$ cat src/rtl/wsmc_pkg.sv
`timescale 1ns / 1ps

package wsmc_pkg;

    localparam int unsigned CfgIdxW  = 3;
    localparam int unsigned CfgDataW = 64;

    localparam logic [CfgIdxW-1:0] REG_TEMP  = 3'd0;
    localparam logic [CfgIdxW-1:0] REG_PRS_A = 3'd1;
    localparam logic [CfgIdxW-1:0] REG_PRS_B = 3'd2;
    localparam logic [CfgIdxW-1:0] REG_PRS_C = 3'd3;
    localparam logic [CfgIdxW-1:0] REG_HUM   = 3'd4;

    localparam logic [31:0] HUM_MAX = 32'd419430400;

    typedef enum logic [5:0] {
        ST_IDLE,
        ST_T0, ST_T1, ST_T2, ST_T3, ST_T4,
        ST_P0, ST_P1, ST_P2, ST_P3, ST_P4, ST_P5, ST_P6, ST_P7, ST_P8,
        ST_PDIV, ST_PQ,
        ST_P9, ST_P10, ST_P11, ST_P12,
        ST_H0, ST_H1, ST_H2, ST_H3, ST_H4, ST_H5,
        ST_H6, ST_H7, ST_H8, ST_H9, ST_H10,
        ST_FIN
    } step_t;

    typedef struct packed {
        step_t step;
        logic  load;
        logic  div_start;
    } cmd_t;

    typedef struct packed {
        logic third;
        logic div_busy;
        logic out_free;
    } status_t;

    function automatic logic [31:0] mul32(input logic [31:0] a, input logic [31:0] b);
        logic [63:0] pr;
        pr = a * b;
        return pr[31:0];
    endfunction

    function automatic logic [31:0] asr(input logic [31:0] x, input int unsigned n);
        return 32'($signed(x) >>> n);
    endfunction

    function automatic logic [31:0] sx16(input logic [15:0] x);
        return {{16{x[15]}}, x};
    endfunction

    function automatic logic [31:0] sx12(input logic [11:0] x);
        return {{20{x[11]}}, x};
    endfunction

    function automatic logic [31:0] sx8(input logic [7:0] x);
        return {{24{x[7]}}, x};
    endfunction

    function automatic logic [19:0] med3(input logic [19:0] a, input logic [19:0] b,
                                         input logic [19:0] c);
        logic [19:0] lo;
        logic [19:0] hi;
        logic [19:0] m;
        lo = (a < b) ? a : b;
        hi = (a < b) ? b : a;
        m  = (hi < c) ? hi : c;
        return (lo > m) ? lo : m;
    endfunction

endpackage

$ cat src/rtl/wsmc_ctrl.sv
`timescale 1ns / 1ps

module wsmc_ctrl (
    input  logic              clk,
    input  logic              rst_n,
    input  logic              in_valid,
    output logic              in_ready,
    input  wsmc_pkg::status_t status,
    output wsmc_pkg::cmd_t    cmd
);
    import wsmc_pkg::*;

    step_t state_reg;
    step_t state_next;

    always_ff @(posedge clk or negedge rst_n)
    begin
        if (!rst_n)
        begin
            state_reg <= ST_IDLE;
        end
        else
        begin
            state_reg <= state_next;
        end
    end

    always_comb
    begin
        state_next = state_reg;
        case (state_reg)
            ST_IDLE: if (in_valid && status.third) state_next = ST_T0;
            ST_T0:   state_next = ST_T1;
            ST_T1:   state_next = ST_T2;
            ST_T2:   state_next = ST_T3;
            ST_T3:   state_next = ST_T4;
            ST_T4:   state_next = ST_P0;
            ST_P0:   state_next = ST_P1;
            ST_P1:   state_next = ST_P2;
            ST_P2:   state_next = ST_P3;
            ST_P3:   state_next = ST_P4;
            ST_P4:   state_next = ST_P5;
            ST_P5:   state_next = ST_P6;
            ST_P6:   state_next = ST_P7;
            ST_P7:   state_next = ST_P8;
            ST_P8:   state_next = ST_PDIV;
            ST_PDIV: if (!status.div_busy) state_next = ST_PQ;
            ST_PQ:   state_next = ST_P9;
            ST_P9:   state_next = ST_P10;
            ST_P10:  state_next = ST_P11;
            ST_P11:  state_next = ST_P12;
            ST_P12:  state_next = ST_H0;
            ST_H0:   state_next = ST_H1;
            ST_H1:   state_next = ST_H2;
            ST_H2:   state_next = ST_H3;
            ST_H3:   state_next = ST_H4;
            ST_H4:   state_next = ST_H5;
            ST_H5:   state_next = ST_H6;
            ST_H6:   state_next = ST_H7;
            ST_H7:   state_next = ST_H8;
            ST_H8:   state_next = ST_H9;
            ST_H9:   state_next = ST_H10;
            ST_H10:  state_next = ST_FIN;
            ST_FIN:  if (status.out_free) state_next = ST_IDLE;
            default: state_next = ST_IDLE;
        endcase
    end

    always_comb
    begin
        in_ready      = (state_reg == ST_IDLE);
        cmd.step      = state_reg;
        cmd.load      = in_valid && (state_reg == ST_IDLE);
        cmd.div_start = (state_reg == ST_P8);
    end

endmodule

$ cat config.mk
export PLATFORM = sky130hd
export DESIGN_NAME = wsmc_ctrl
export DESIGN_NICKNAME = d
export VERILOG_FILES = /design/src/rtl/wsmc_pkg.sv /design/src/rtl/wsmc_ctrl.sv
export SDC_FILE = /design/constraint.sdc
export NUM_CORES = 1
export LEC_CHECK = 0
export BUFFER_PORTS_ARGS = -buffer_cell sky130_fd_sc_hd__buf_2
export CORE_AREA = 2 2 39 41
export CTS_CLUSTER_SIZE = 40
export DETAILED_ROUTE_END_ITERATION = 16
export DIE_AREA = 0 0 41 43
export GPL_TIMING_DRIVEN = 1
export RECOVER_POWER = 50
export SETUP_SLACK_MARGIN = 0.05
export SYNTH_ARGS = -nofsm -noshare
export SYNTH_HDL_FRONTEND = slang
export SYNTH_SLANG_ARGS = --single-unit
export TNS_END_PERCENT = 5
$ cat constraint.sdc
create_clock -name clk -period 1.2 [get_ports clk]
set_input_delay 0 -clock clk [delete_from_list [all_inputs] [get_ports clk]]
set_output_delay 0 -clock clk [all_outputs]
set_load 0.05 [all_outputs]
==> parameters.txt <==
Parameter                              Value

Status
  Status    finished, violations left
  Violations in the final reports    setup timing

Yosys
  Flip-flop and latch count after synthesis    6
  Proportion of synthesized chip area in sequential cells    44.0%
  Number of distinct library cell variants in the gate-level netlist after synthesis    21
  Yosys warning total    0
  Average instance area after synthesis    8.99 um^2
  Number of instances in the synthesized netlist    38
  Synthesized area    approximately 340 um^2
  Number of nets produced by synthesis    between 40 and 50

Routing
  Detailed router's first-iteration violation count    10
  Number of design rule violations left after detail routing    0
  Routed vias    around 390
  Post-DR vias/cell    4.94
  Total wire length after detailed routing    about 930 um
  1st-pass router iterations    2
  Routed length per placed instance    about 12 um
  Post-route antenna net violation count    0

Setup path
  Number of cells traversed by the worst register-to-register path    3
  Worst setup SP type    flip-flop
  Slowest cell on the critical path    dfrtp_2
  Highest cell delay on the worst timing path    around 0.41 ns
  Data arrival at the endpoint of the critical path    between 1 and 1.5 ns
  Max Fanout on Critical Path    2
  Critical setup path kind    flip-flop to output pin
  Register-to-Register Setup Slack    -0.11 ns
  Critical Path Sink Type    output pin
  Required time at the endpoint of the critical path    around 1.2 ns
  Beginning of the worst register-to-register path    state_reg[1]
  Endpoint of the lowest-slack register-to-register path    state_reg[0]
  CP Cell Sequence    nor4_4 -> nor3b_4 -> and2_4 -> buf_8

Floorplanning
  Vert. Die Dim    about 43 um
  Site row count    14
  Horizontal extent of the die    approximately 41 um
  I/O pin count    15
  Area of the die    1760 um^2
  Initial Utilization    around a quarter
  Area of the core region    between 1000 and 1500 um^2

Pwr
  Internal power    between 800 and 900 uW
  Net load switching power    about 900 uW
  Maximum VDD drop    about 0.78 mV
  Part of the total power dissipated in sequential elements    between 20% and 30%
  Power density relative to cell area    between 2000 and 3000 nW/um^2
  Clock network power share    roughly a tenth
  Sw Ratio    a little over half
  Leakage    around 0.00025 uW
  Gate power share    approximately 66%

Clock tree
  Clock slew at reported path FFs    about 0.040 ns
  Clock sink count    6
  Deepest level of the CTS H-tree    1
  CTS Root Cell    clkbuf_4
  Worst skew pair latency    between 0.2 and 0.25 ns
  CTS tree    yes
  Number of buffers created by CTS    3
  Maximum buffer depth of the clock tree    2

Finish
  Number of diodes    0
  Fillers    between 100 and 150
  Core occupancy in the finished layout    between 40% and 50%
  Layout Area Growth over Synthesis    67.8%
  Nets    70
  Share of post-route cells with drive strength above 1    a little under three fifths
  Flip-flop count of the largest register, all copies and words added    6

Worst hold path
  Worst Hold Launch    status[1]
  Worst hold path endpoint    state_reg[4]
  Cell depth of the worst min-delay path    3
  Class of the worst hold path    input pin to flip-flop

Global routing
  GRT Resource Usage Total    about 13%
  Total congestion overflow    0
  Number of global-route vias before repair    between 300 and 400
  Wire length of the first global-routing pass    roughly 1600 um
  Pin count of the biggest net entering global routing    9
  Initial antenna violation count    0

STA
  Slew at the pin with the worst max-slew slack    0.323 ns
  RSZ-0062 raised after global routing    true
  Final count of hold timing violations    0
  Final cycle utilization of the critical path    121%
  Worst setup margin    -0.257 ns
  Relative slew slack    about four fifths
  Clock period minus final worst setup slack    roughly 1.5 ns
  Setup violations, final    5
  Count of pins over their slew limit    0
  Largest clock skew in the final design    0.00497 ns
  Maximum clock frequency    687 MHz

Run
  Max-cap violations    0

Place
  Port Buffers    14
  Final HPWL from detailed placement    734 um
  Final GP Congestion    between 0.7 and 0.8
  Place WS    -0.124 ns
-- what timing repair did --
action,CTS,global route
resized for setup,8,3
pin swaps,1,0
hold buffers,1,0
endpoints found under the setup margin,7,9
buffers inserted,1,0
hold endpoints to repair,6,0
-- worst max path at each step --
stage                        end  cells past startpoint    startpoint  slack, ns
global route              cmd[1]                      4  state_reg[1]      -0.36
floorplan                 cmd[1]                      4  state_reg[1]      -0.65
global placement    state_reg[0]                      3  state_reg[1]      -0.11
finish                    cmd[1]                      4  state_reg[0]      -0.26
CTS                       cmd[1]                      4  state_reg[0]      -0.27
detailed placement        cmd[1]                      4  state_reg[1]      -0.12
-- worst max-delay path, delay by kind of cell, from the launching register on --
kind | cells | cell delay [ns]
simple gates | 3 | 0.68
flops | 1 | 0.41
buf+inv | 1 | 0.13
-- layout make-up --
class,count,area (um^2),share of cell area (%)
multi-input cells,27,203,35.4
inverters,2,7.51,1.31
repair buffers,24,168,29.3
clock buffers,3,22.5,3.93
flip-flops and latches,6,153,26.6
well taps,16,20.0,3.49
-- cell usage after synthesis, drive strengths merged --
cell type  n  share of area, %
a21oi      5               7.3
a31oi      1               1.8
and2       1               1.8
buf        2               6.6
clkbuf     1               1.1
dfrtp      6                44
inv        2               2.2
nand2      4               4.4
nand3      2               2.9
nand3b     1               2.2
nand4      1               1.8
nor2       1               1.1
nor2b      1               1.8
nor3       2               2.9
nor3b      1               3.7
nor4       2               3.7
o22ai      1               1.8
o31ai      1               2.2
o32ai      1               2.6
or3        1               1.8
or4        1               2.2
-- logic make-up (layout without fill, tap and decap cells) --
| family | Yosys count | after routing | share of synthesized area, % |
|---|---|---|---|
| AND/OR/NAND/NOR | 18 | 18 | 30.4 |
| flip-flops | 6 | 6 | 44.0 |
| AO/OA/AOI/OAI | 9 | 9 | 15.8 |
| buffers and inverters | 5 | 29 | 9.89 |
-- cells in the final DEF (no fill, tap or decap) --
master,instances
buf_8,1
nand4_1,1
buf_4,9
nor2_1,1
nor4_4,1
a21oi_1,3
o32ai_1,1
a21oi_2,2
nor2b_2,1
a31oi_1,1
clkbuf_1,1
buf_2,8
nand2_1,4
o31ai_2,1
nor3b_4,1
clkbuf_2,1
nor3_1,2
dfrtp_2,2
nand3b_1,1
o22ai_1,1
nor4_2,1
dlygate4sd3_1,1
or3_1,1
buf_6,1
or4_1,1
dfrtp_1,4
and2_4,1
inv_1,2
clkbuf_4,5
nand3_1,2
-- stage by stage --
stage	TNS, ns	power [uW]	hold WS [ns]	std cells	cell area (um^2)
after CTS	-0.808	1700	0.0386	78	564
after global placement	-0.205	1440	-0.170	73	498
after detailed placement	-0.263	1460	-0.171	73	498
after floorplan	-2.61	1170	-0.296	38	374
final	-0.761	1700	0.0432	78	573
after global routing	-1.18	1820	0.0367	78	573
-- power by group through the flow --
stage                     Combinational, uW  Sequential (uW)  Clock (uW)
after detailed placement               1060              400           0
after global routing                   1210              410         202
after floorplan                         446              720           0
after CTS                              1110              400         188
after global placement                 1040              401           0
final                                  1130              399         179
-- layer usage --
layer	track usage [%]	routed length (um)	vias to the layer above
li1	-	-	188
met1	17.5	408	186
met2	17.5	455	11
met3	6.28	62	0
met4	8.00	0	0
met5	0	0	-
Note: power is estimated with default switching activity, not from simulation.
